### config.mk
export PLATFORM = sky130hd
export DESIGN_NAME = qrs_front
export DESIGN_NICKNAME = d
export VERILOG_FILES = /design/src/hw/rtl/qrs_pkg.sv /design/src/hw/rtl/qrs_front.sv
export SDC_FILE = /design/constraint.sdc
export NUM_CORES = 1
export LEC_CHECK = 0
export BUFFER_PORTS_ARGS = -buffer_cell sky130_fd_sc_hd__buf_2
export CAP_MARGIN = 20
export CORE_MARGIN = 10
export CORE_UTILIZATION = 50
export DETAILED_ROUTE_END_ITERATION = 7
export PLACE_DENSITY = 0.68
export SYNTH_ARGS = -nofsm -noshare
export SYNTH_HDL_FRONTEND = slang
export SYNTH_SLANG_ARGS = --single-unit
### constraint.sdc
create_clock -name vclk -period 18.75
set_input_delay 3.75 -clock vclk [all_inputs]
set_output_delay 3.75 -clock vclk [all_outputs]
set_load 0.005 [all_outputs]
### src/hw/rtl/qrs_pkg.sv
package qrs_pkg;
	localparam int COEF_W    = 16;
	localparam int FRAC_BITS = 16;
	localparam int D_W       = 34;
	localparam int VAL_W     = 48;
	localparam int NB_W      = COEF_W + FRAC_BITS + 1;
	localparam int DEN_W     = COEF_W + 2;
	localparam int DV_W      = DEN_W - 1;
	localparam int ROOT_W    = 32 + FRAC_BITS;
	localparam int REM_W     = ROOT_W + 2;
	localparam int N_W       = D_W;
	localparam int SQ_STEPS  = ROOT_W;
	localparam int NUM_W     = 36;
	localparam int MAG_W     = NUM_W - 1;
	localparam int QDEPTH    = 4;
	localparam int QPTR_W    = 2;
	localparam int IN_W      = 3 * COEF_W;
	localparam int OUT_W     = 136;

	typedef enum logic [1:0] {
		KIND_TWO_REAL = 2'd0,
		KIND_DOUBLE   = 2'd1,
		KIND_COMPLEX  = 2'd2,
		KIND_A_ZERO   = 2'd3
	} kind_t;

	typedef struct packed {
		kind_t                   kind;
		logic signed [D_W-1:0]   d;
		logic signed [NB_W-1:0]  nb;
		logic signed [DEN_W-1:0] den;
	} front_item_t;

	typedef struct packed {
		kind_t                 kind;
		logic signed [D_W-1:0] d;
	} div_meta_t;
endpackage

### src/hw/rtl/qrs_front.sv
module qrs_front import qrs_pkg::*; (
	input  logic                     in_valid,
	input  logic signed [COEF_W-1:0] coef_a,
	input  logic signed [COEF_W-1:0] coef_b,
	input  logic signed [COEF_W-1:0] coef_c,
	input  logic                     q_ready,
	output logic                     in_ready,
	output logic                     push,
	output front_item_t              item
);
	logic signed [2*COEF_W-1:0] prod_bb;
	logic signed [2*COEF_W-1:0] prod_ac;
	logic signed [D_W-1:0]      bb_x;
	logic signed [D_W-1:0]      ac_x;
	logic signed [NB_W-1:0]     b_x;

	always_comb begin
		prod_bb = coef_b * coef_b;
		prod_ac = coef_a * coef_c;
		bb_x = D_W'(prod_bb);
		ac_x = D_W'(prod_ac);
		b_x = NB_W'(coef_b);
		item.d = bb_x - (ac_x <<< 2);
		item.nb = -(b_x <<< FRAC_BITS);
		item.den = DEN_W'(coef_a) <<< 1;
		if (coef_a == '0) begin
			item.kind = KIND_A_ZERO;
		end else if (item.d[D_W-1]) begin
			item.kind = KIND_COMPLEX;
		end else if (item.d == '0) begin
			item.kind = KIND_DOUBLE;
		end else begin
			item.kind = KIND_TWO_REAL;
		end
	end

	assign in_ready = q_ready;
	assign push = in_valid && q_ready;
endmodule

# ---- Word-level counts from Yosys, hierarchy flattened
# Cells that the tools add are included.
dict set report totals {
  reg_bits 0
  wordCells 10
  ramBits 0
  input_bits 50
  memories 0
  rom_bits 0
  out_inout_bits 89
  latchBits 0
}
dict set report classes {
  n_div 0
  add_sub_neg 2
  n_bitwise 0
  n_eq_ne 0
  mul 2
  n_reduce_logical 3
  order_cmp 0
  muxes 3
  n_shift 0
}
# op n
set ops {}
lappend ops {{$mul 16x16->32} 2}
lappend ops {{$logic_not 34->1} 1}
lappend ops {{$sub 32x34->34} 1}
lappend ops {{$neg 32->33} 1}
lappend ops {{$logic_not 16->1} 1}
lappend ops {{$mux 2} 2}
lappend ops {{$logic_and 1x1->1} 1}
lappend ops {{$mux 1} 1}

# ---- Depth between registers and ports, before layout
dict set report logic_depth {
  ltp_word 6
  mapped_depth 44
  depth_no_buf 43
}

# ---- Least setup slack after synthesis
# No wires, ideal clock.
dict set report synth_timing {
  kind {in2out}
  startpoint {in coef_c[1]}
  endpoint {out item[85] (netlist name)}
  slack_ns 1.312
  path_buffers 1
  arrival_time_ns 13.688
  stages 39
  t_required_ns 15.000
  path_cell_list {clkbuf_1 nand2_1 fa_1 fa_1 inv_1 fa_1 inv_1 fa_1 fa_1 fa_1 inv_1 ha_1 nand2_1 o31ai_1 nor3_1 nor2b_1 nand2_1 nand2b_1 [3 not listed] inv_1 fa_1 fa_1 fa_1 fa_1 fa_1 inv_1 ha_1 a21o_1 a21o_1 a31oi_1 o31ai_1 o41ai_1 nand3b_1 a311oi_1 xnor3_1 inv_1 o41ai_2}
}
# item line
set synth_rtl {}
lappend synth_rtl {{from (decl)} qrs_front.sv:5} ;# input logic signed [COEF_W-1:0] coef_c,
lappend synth_rtl {{to (decl)} qrs_front.sv:9} ;# output front_item_t item

==> results.json <==
{
  "dp_hpwl_um": 41130,
  "die-area_um2": 49160,
  "timing.final.crit_share_pct": 97.20,
  "yosysUniqueCellTypes": 68,
  "initial_utilization_pct": 50.86,
  "die_w_um": 221.7,
  "diodes": 0,
  "netlist_area_um2": 20350,
  "port_buffers": 121,
  "seq_cells": 0,
  "routed_wl_um": 46970,
  "drv_slew": 0,
  "yosys_warnings": 0,
  "path_class": "in2out",
  "routabilityCongestion": 0.8700,
  "worstMarginPinSlew_ns": 0.9065,
  "grt_pass1_vias": 16054,
  "first_iter_violations": 698,
  "finalSetupViolations": 0,
  "fp-row-count": 73,
  "worst_ep_required_time_ns": 15.00,
  "regArea_um2": 0,
  "drtPass1Iterations": 5,
  "cpMostUsedCell": "fa_1",
  "worstPathMaxFanout": 16,
  "max_cap_viol_count": 0,
  "post-route-min-period_ns": 18.22,
  "hold_viol": 0,
  "vias_per_cell": 5.192,
  "fin_util_pct": 53.53,
  "drive_above_1_share_pct": 7.790,
  "nets": 3045,
  "grt_usage_pct": 19.30,
  "crit_family": "adder cells",
  "syn_area_per_cell_um2": 9.108,
  "hp-class": "in2out",
  "io_pins": 139,
  "drcViolationCount": 0,
  "status": "finished, final reports clean",
  "grt_pass1_wl_um": 79490,
  "slew_headroom_pct": 39.39,
  "arrival_ns": 14.47,
  "clock_buffers": 0,
  "max_freq_mhz": 54.87,
  "drtAntennaViolNets": 0,
  "post_drt_wl_per_cell_um": 16.71,
  "hold_ws_ns": 7.683,
  "endpoint_kind": "primary output",
  "path_buf_inv": 9,
  "synth-seq-area-share_pct": 0,
  "chipHeight_um": 221.7,
  "mostFrequentLayoutCells": "628 x inv_1, 538 x fa_1, 205 x nand2_1, 173 x and2_1, 164 x ha_1",
  "area_growth_pct": 5.245,
  "syn_inst": 2234,
  "num_vias": 14590,
  "final.setup.tns_ns": 0,
  "crit_slowest_cell": "fa_1",
  "grt_start_max_net_pins": 23,
  "mostFrequentLayoutCell": "inv_1",
  "critPathLaunchType": "input port",
  "grt_overflow": 0,
  "antenna_found_initial": 2,
  "fp.coreArea_um2": 40010,
  "cpPeakStageDelay_ns": 0.54
}
## worst paths after layout
check / slack (ns) / cells after the start / startpoint / end
setup / recovery: 0.53 / 42 / coef_c[4] / item[85]
hold / removal: 7.68 / 2 / q_ready / in_ready
## metal layers
| layer | vias to the layer above | GRT usage [%] | wire [µm] | share of wire [%] |
|---|---|---|---|---|
| met2 | 383 | 34.28 | 24840 | 53 |
| met1 | 7589 | 24.78 | 18400 | 39 |
| met4 | 2 | 3.827 | 1007 | 2.1 |
| met3 | 61 | 2.373 | 2712 | 5.8 |
| li1 | 6555 | - | - | - |
| met5 | - | 0 | 7 | 0.015 |
## kinds of logic (layout without fill, tap and decap cells)
| family | count (synthesis) | after routing | share of synthesized area, % |
|---|---|---|---|
| buffers and inverters | 734 | 768 | 14.25 |
| adder cells (fa/ha/maj) | 708 | 708 | 63.42 |
| AND/OR/NAND/NOR | 548 | 548 | 13.41 |
| AO/OA/AOI/OAI | 164 | 164 | 5.424 |
| XOR/XNOR | 78 | 78 | 3.425 |
| other | 1 | 18 | 0.01843 |
| multiplexers | 1 | 1 | 0.05534 |
## final cells by class
cell class	count	area [µm²]
well taps	525	656.9
repair buffers	133	725.7
fillers	3689	18590
multi-input cells	1517	17650
inverters	635	2384
## synthesized netlist by cell type, types with 21 or more instances
| library cell | instances | share of area, % |
|---|---|---|
| fa_1 | 539 | 53 |
| xor2_1 | 23 | 0.99 |
| nor2_1 | 82 | 1.5 |
| and2_1 | 173 | 5.3 |
| o21ai_0 | 28 | 0.69 |
| xnor2_1 | 54 | 2.3 |
| inv_1 | 628 | 12 |
| clkbuf_1 | 58 | 1.1 |
| ha_1 | 169 | 10 |
| nand2b_1 | 21 | 0.65 |
| buf_4 | 38 | 1.4 |
| nand2_1 | 205 | 3.8 |
| a21oi_1 | 47 | 1.2 |
## repair_timing
item,CTS,global route
gates resized for setup,0,46
setup endpoints to repair,0,5
buffers inserted,0,3
hold buffers,0,0
hold endpoints to repair,0,0
## per-stage QoR
step | worst slack, ns | instance area [µm²] | cells
2_1_floorplan | 1.312 | 20410 | 2251
3_3_place_gp | 0.2588 | 21230 | 2807
3_5_place_dp | 0.05056 | 21230 | 2807
4_1_cts | 0.02034 | 21230 | 2807
5_1_grt | -0.009059 | 21410 | 2810
6_report | 0.5255 | 21410 | 2810
Power is left out: the tool's default activity adds up to more than one toggle a clock period on the data nets, which glitch-free logic cannot reach.
