--- src/hw/rtl/qrs_pkg.sv ---
package qrs_pkg;
	localparam int COEF_W    = 16;
	localparam int FRAC_BITS = 16;
	localparam int D_W       = 34;
	localparam int VAL_W     = 48;
	localparam int NB_W      = COEF_W + FRAC_BITS + 1;
	localparam int DEN_W     = COEF_W + 2;
	localparam int DV_W      = DEN_W - 1;
	localparam int ROOT_W    = 32 + FRAC_BITS;
	localparam int REM_W     = ROOT_W + 2;
	localparam int N_W       = D_W;
	localparam int SQ_STEPS  = ROOT_W;
	localparam int NUM_W     = 36;
	localparam int MAG_W     = NUM_W - 1;
	localparam int QDEPTH    = 4;
	localparam int QPTR_W    = 2;
	localparam int IN_W      = 3 * COEF_W;
	localparam int OUT_W     = 136;

	typedef enum logic [1:0] {
		KIND_TWO_REAL = 2'd0,
		KIND_DOUBLE   = 2'd1,
		KIND_COMPLEX  = 2'd2,
		KIND_A_ZERO   = 2'd3
	} kind_t;

	typedef struct packed {
		kind_t                   kind;
		logic signed [D_W-1:0]   d;
		logic signed [NB_W-1:0]  nb;
		logic signed [DEN_W-1:0] den;
	} front_item_t;

	typedef struct packed {
		kind_t                 kind;
		logic signed [D_W-1:0] d;
	} div_meta_t;
endpackage

--- src/hw/rtl/qrs_queue.sv ---
module qrs_queue import qrs_pkg::*; (
	input  logic        clk,
	input  logic        arst_n,
	input  logic        push,
	input  front_item_t push_item,
	input  logic        pop,
	output logic        in_ready,
	output logic        out_valid,
	output front_item_t out_item
);
	front_item_t       mem_q [QDEPTH];
	logic [QPTR_W-1:0] wr_ptr_q;
	logic [QPTR_W-1:0] rd_ptr_q;
	logic [QPTR_W:0]   cnt_q;

	assign in_ready = cnt_q != (QPTR_W+1)'(QDEPTH);
	assign out_valid = cnt_q != '0;
	assign out_item = mem_q[rd_ptr_q];

	always_ff @(posedge clk or negedge arst_n) begin
		if (!arst_n) begin
			wr_ptr_q <= '0;
			rd_ptr_q <= '0;
			cnt_q <= '0;
		end else begin
			if (push) wr_ptr_q <= wr_ptr_q + 1'b1;
			if (pop) rd_ptr_q <= rd_ptr_q + 1'b1;
			if (push && !pop) cnt_q <= cnt_q + 1'b1;
			else if (pop && !push) cnt_q <= cnt_q - 1'b1;
		end
	end

	always_ff @(posedge clk) begin
		if (push) mem_q[wr_ptr_q] <= push_item;
	end
endmodule

--- config.mk ---
export PLATFORM = sky130hd
export DESIGN_NAME = qrs_queue
export DESIGN_NICKNAME = d
export VERILOG_FILES = /design/src/hw/rtl/qrs_pkg.sv /design/src/hw/rtl/qrs_queue.sv
export SDC_FILE = /design/constraint.sdc
export NUM_CORES = 1
export LEC_CHECK = 0
export BUFFER_PORTS_ARGS = -buffer_cell sky130_fd_sc_hd__buf_2
export CAP_MARGIN = 20
export CORE_ASPECT_RATIO = 1.2
export CORE_MARGIN = 3
export CORE_UTILIZATION = 57
export CTS_CLUSTER_SIZE = 8
export DETAILED_ROUTE_END_ITERATION = 7
export PLACE_DENSITY = 0.79
export SYNTH_ARGS = -nofsm -noshare
export SYNTH_HDL_FRONTEND = slang
export SYNTH_SLANG_ARGS = --single-unit
--- constraint.sdc ---
create_clock -name clk -period 4.1 [get_ports clk]
set_input_delay 0 -clock clk [delete_from_list [all_inputs] [get_ports clk]]
set_output_delay 0 -clock clk [all_outputs]
set_load 0.02 [all_outputs]
Word-level counts from Yosys, hierarchy flattened. Memory sizes are Yosys's and may differ from the RTL's. Index checks and enable logic that the tools add are counted. Widths: inputs -> output; s select.

Memory bits (writable): 348. Memories: 1. Input bits: 91. Register bits: 7.

Memories: mem_q (depth 4, bits a word 87, rd ports 1, clocked after Yosys merged registers in 0, wr ports 1, line qrs_queue.sv:11) `front_item_t mem_q [QDEPTH];`.

Add/subtract/negate cells: 4. Muxes and demuxes: 4. Reduce and logical (&&, ||, !) cells: 6. Eq/ne operators: 1.

Operators by type and width (count): $mux 3 (2); $add 2x1->2 const B (2); $add 3x1->3 const B (1); $ne 3x3->1 const B (1); $reduce_bool 3->1 (1); $sub 3x1->3 const B (1); $logic_and 1x1->1 (2); $logic_not 1->1 (2); $mux 1 (2); $reduce_bool 2->1 (1).

Logic depth before layout (Yosys ltp).
Depth in word-level cells: 4. Depth in mapped cells: 7. Gate-level depth less buffers: 7.

Worst setup path before layout. OpenSTA, ideal clock, no wires.

Path kind: reg-to-reg. Start: reg wr_ptr_q[0]. End: mem mem_q[2][0] (netlist name), enable pin. Data arrival time: 2.635 ns. Slack: 1.010 ns. Period minus slack after synthesis: 3.090 ns. Library setup time: 0.455 ns. Stages on the path, launching flop included: 4. Path through: dfrtp_1 -> inv_1 -> ha_1 -> and2_1.

RTL lines: start: declaration (line qrs_queue.sv:12) `logic [QPTR_W-1:0] wr_ptr_q;`; start signal: assignment (line qrs_queue.sv:26) `if (push) wr_ptr_q <= wr_ptr_q + 1'b1;`; end: declaration (line qrs_queue.sv:11).

No word-level cell before the write port.

==> impl_metrics.json <==
{
  "post-cts-setup-buffer-count": 0,
  "rsz0062_at_grt": "no",
  "wirelength_um": 26500,
  "maxCapViolCount": 0,
  "die_area_mm2": 0.0246,
  "grt_overflow": 0,
  "die_h_um": 171,
  "fmax_mhz": 368,
  "worst_skew_pair.late_latency_ns": 0.53,
  "area_growth_pct": 27.0,
  "cp_num_buf_inv": 2,
  "setup-tns-final_ns": 0,
  "syn_nets": 587,
  "via_per_inst": 5.80,
  "cts_buffers": 50,
  "synth-seq-cells": 355,
  "path_clk_slew_ns": 0.05,
  "period_needed_ns": 2.71,
  "boundaryPins": 180,
  "power.density_mw_per_mm2": 744,
  "io_buffers": 179,
  "cp_slowest_cell": "dfrtp_4",
  "die_w_um": 144,
  "critical_path.max_stage_delay_ns": 1.13,
  "synth_area_mm2": 0.0129,
  "arrival_ns": 2.71,
  "path_cells": "buf_4 -> mux4_2 -> buf_2",
  "drt-initial-drc-count": 468,
  "antenna_left": 0,
  "place_hpwl_um": 15000,
  "r2r_setup_slack_ns": 1.98,
  "p_total_uw": 12200,
  "drive_gt1_frac": 0.415,
  "vias": 6320,
  "cp_max_fo": 71,
  "finalSetupViolations": 0,
  "gp_congestion": 0.713,
  "syn_avg_cell_area_um2": 26.4,
  "synth_top_area_share": 0.808,
  "cts-root-buf": "clkbuf_16",
  "peakVddDrop_mv": 0.537,
  "fillers": 1178,
  "critPathKind": "register to output pin",
  "setup.worst_path.end_class": "output pin",
  "finalHoldViolCount": 0,
  "cts_tree": "yes",
  "status": "finished, final reports clean",
  "cp_top_family": "flip-flops",
  "grt.total_usage": 0.219,
  "grt_max_degree": 72,
  "tightest_slew_ns": 1.08,
  "grt_antenna_before_repair": 2,
  "slew_violations": 0,
  "timing.slew.headroom": 0.279,
  "grt_first_pass_wirelength_um": 40200,
  "dr.pass1.iters": 4,
  "nets": 900,
  "core_area_mm2": 0.0220,
  "worstPathRequired_ns": 4.10,
  "htreeDepth": 2,
  "hp-class": "primary input to register",
  "wl_per_cell_um": 24.3,
  "ys.warnings.count": 0,
  "post-route-period-util": 0.662,
  "ys_types": 20,
  "yosysSeqAreaShare": 0.821,
  "cts_buffer_depth": 3,
  "first_global_vias": 6965,
  "synth.area.top_cells": "edfxtp_1, mux4_2, dfrtp_1, ha_1, buf_4",
  "syn_inst": 490,
  "synth_largest_area_cell": "edfxtp_1",
  "drc": 0,
  "initial_core_util": 0.588,
  "leakagePower_uw": 0.00576,
  "finClkSkew_ns": 0.00825,
  "start_kind": "register",
  "numClockSinks": 355,
  "fp-row-count": 59
}
cell usage in the layout (no fill, tap or decap), types with 2 or more instances in the layout:
cell type,synthesis,final
edfxtp_1,348,348
nor2_1,2,2
dfrtp_1,7,5
dfrtp_4,0,2
ha_1,5,5
clkbuf_16,0,53
xnor2_1,2,2
xor2_1,4,4
inv_1,4,4
nand2_1,3,3
mux4_2,87,87
buf_4,5,10
and2_4,0,4
dlygate4sd3_1,0,91
buf_2,7,179
clkbuf_1,5,9
layer usage:
layer  up-vias  global-route usage  share of wire
met1      3311               0.282           0.38
met3        57              0.0408          0.050
met5         -                   0        0.00087
met2       234               0.379           0.54
li1       2714                   -              -
met4         4              0.0766          0.029
registers in the layout (all words and copies together) (netlist names):
register,flops
wr_ptr_q,2
cnt_q,3
rd_ptr_q,2
mem_q,348
per-stage QoR:
stage	setup WS, ns	hold WS, ns	util	instance area [um^2]	instances
final	1.39	0.222	0.747	16400	1089
after global routing	1.30	0.220	0.747	16400	1088
after CTS	1.36	0.202	0.747	16400	1088
after detailed placement	1.95	-0.157	0.643	14200	934
after global placement	1.97	-0.160	0.643	14200	934
after floorplan	1.01	-0.296	-	12900	490
cell families after synthesis:
group                      share of synthesized area
buffers and inverters                         0.0118
muxes                                          0.152
DFF                                            0.821
adders and majority gates                    0.00638
xor gates and xnor gates                     0.00406
AOI/OAI and AO/OA                           0.000386
and+or+nand+nor                              0.00387
path summary, 6_finish.rpt:
path,start,end,depth (start not counted)
setup / recovery,rd_ptr_q[1],out_item[76],3
hold / removal,push_item[70],mem_q[2][70],2
setup reg to reg,wr_ptr_q[1],mem_q[0][37],4
hold reg to reg,cnt_q[2],cnt_q[2],1
max in group asynchronous,arst_n,rd_ptr_q[0],3
min in group asynchronous,arst_n,cnt_q[1],3
layout make-up:
cell class / count / area, um^2 / area share
clock inverters: 1 / 7.51 / 0.000457
repair buffers: 281 / 1900 / 0.116
flip-flops and latches: 355 / 10600 / 0.647
diodes: 1 / 2.50 / 0.000152
well taps: 274 / 343 / 0.0209
multi-input cells: 111 / 2170 / 0.132
inverters: 4 / 15.0 / 0.000914
clock buffers: 62 / 1360 / 0.0828
synth_stat cells:
cell type / n
xnor2_1: 2
and2_1: 4
nand2_1: 3
fa_1: 1
inv_1: 4
buf_4: 5
buf_6: 1
buf_12: 1
or3_1: 1
edfxtp_1: 348
buf_8: 1
xor2_1: 4
nor2_1: 2
o21ai_0: 1
mux4_2: 87
buf_2: 7
mux2_2: 1
clkbuf_1: 5
ha_1: 5
dfrtp_1: 7
repair_timing:
action | CTS | global route
hold buffers | 91 | 0
gates resized for setup | 0 | 0
endpoints found under the hold margin | 360 | 0
report_power, final:
group	internal [uW]	switching (uW)	total [uW]
logic	1470	1960	3430
clock network	2270	1340	3610
registers	4760	422	5180
Power figures use the tool's default switching activity.
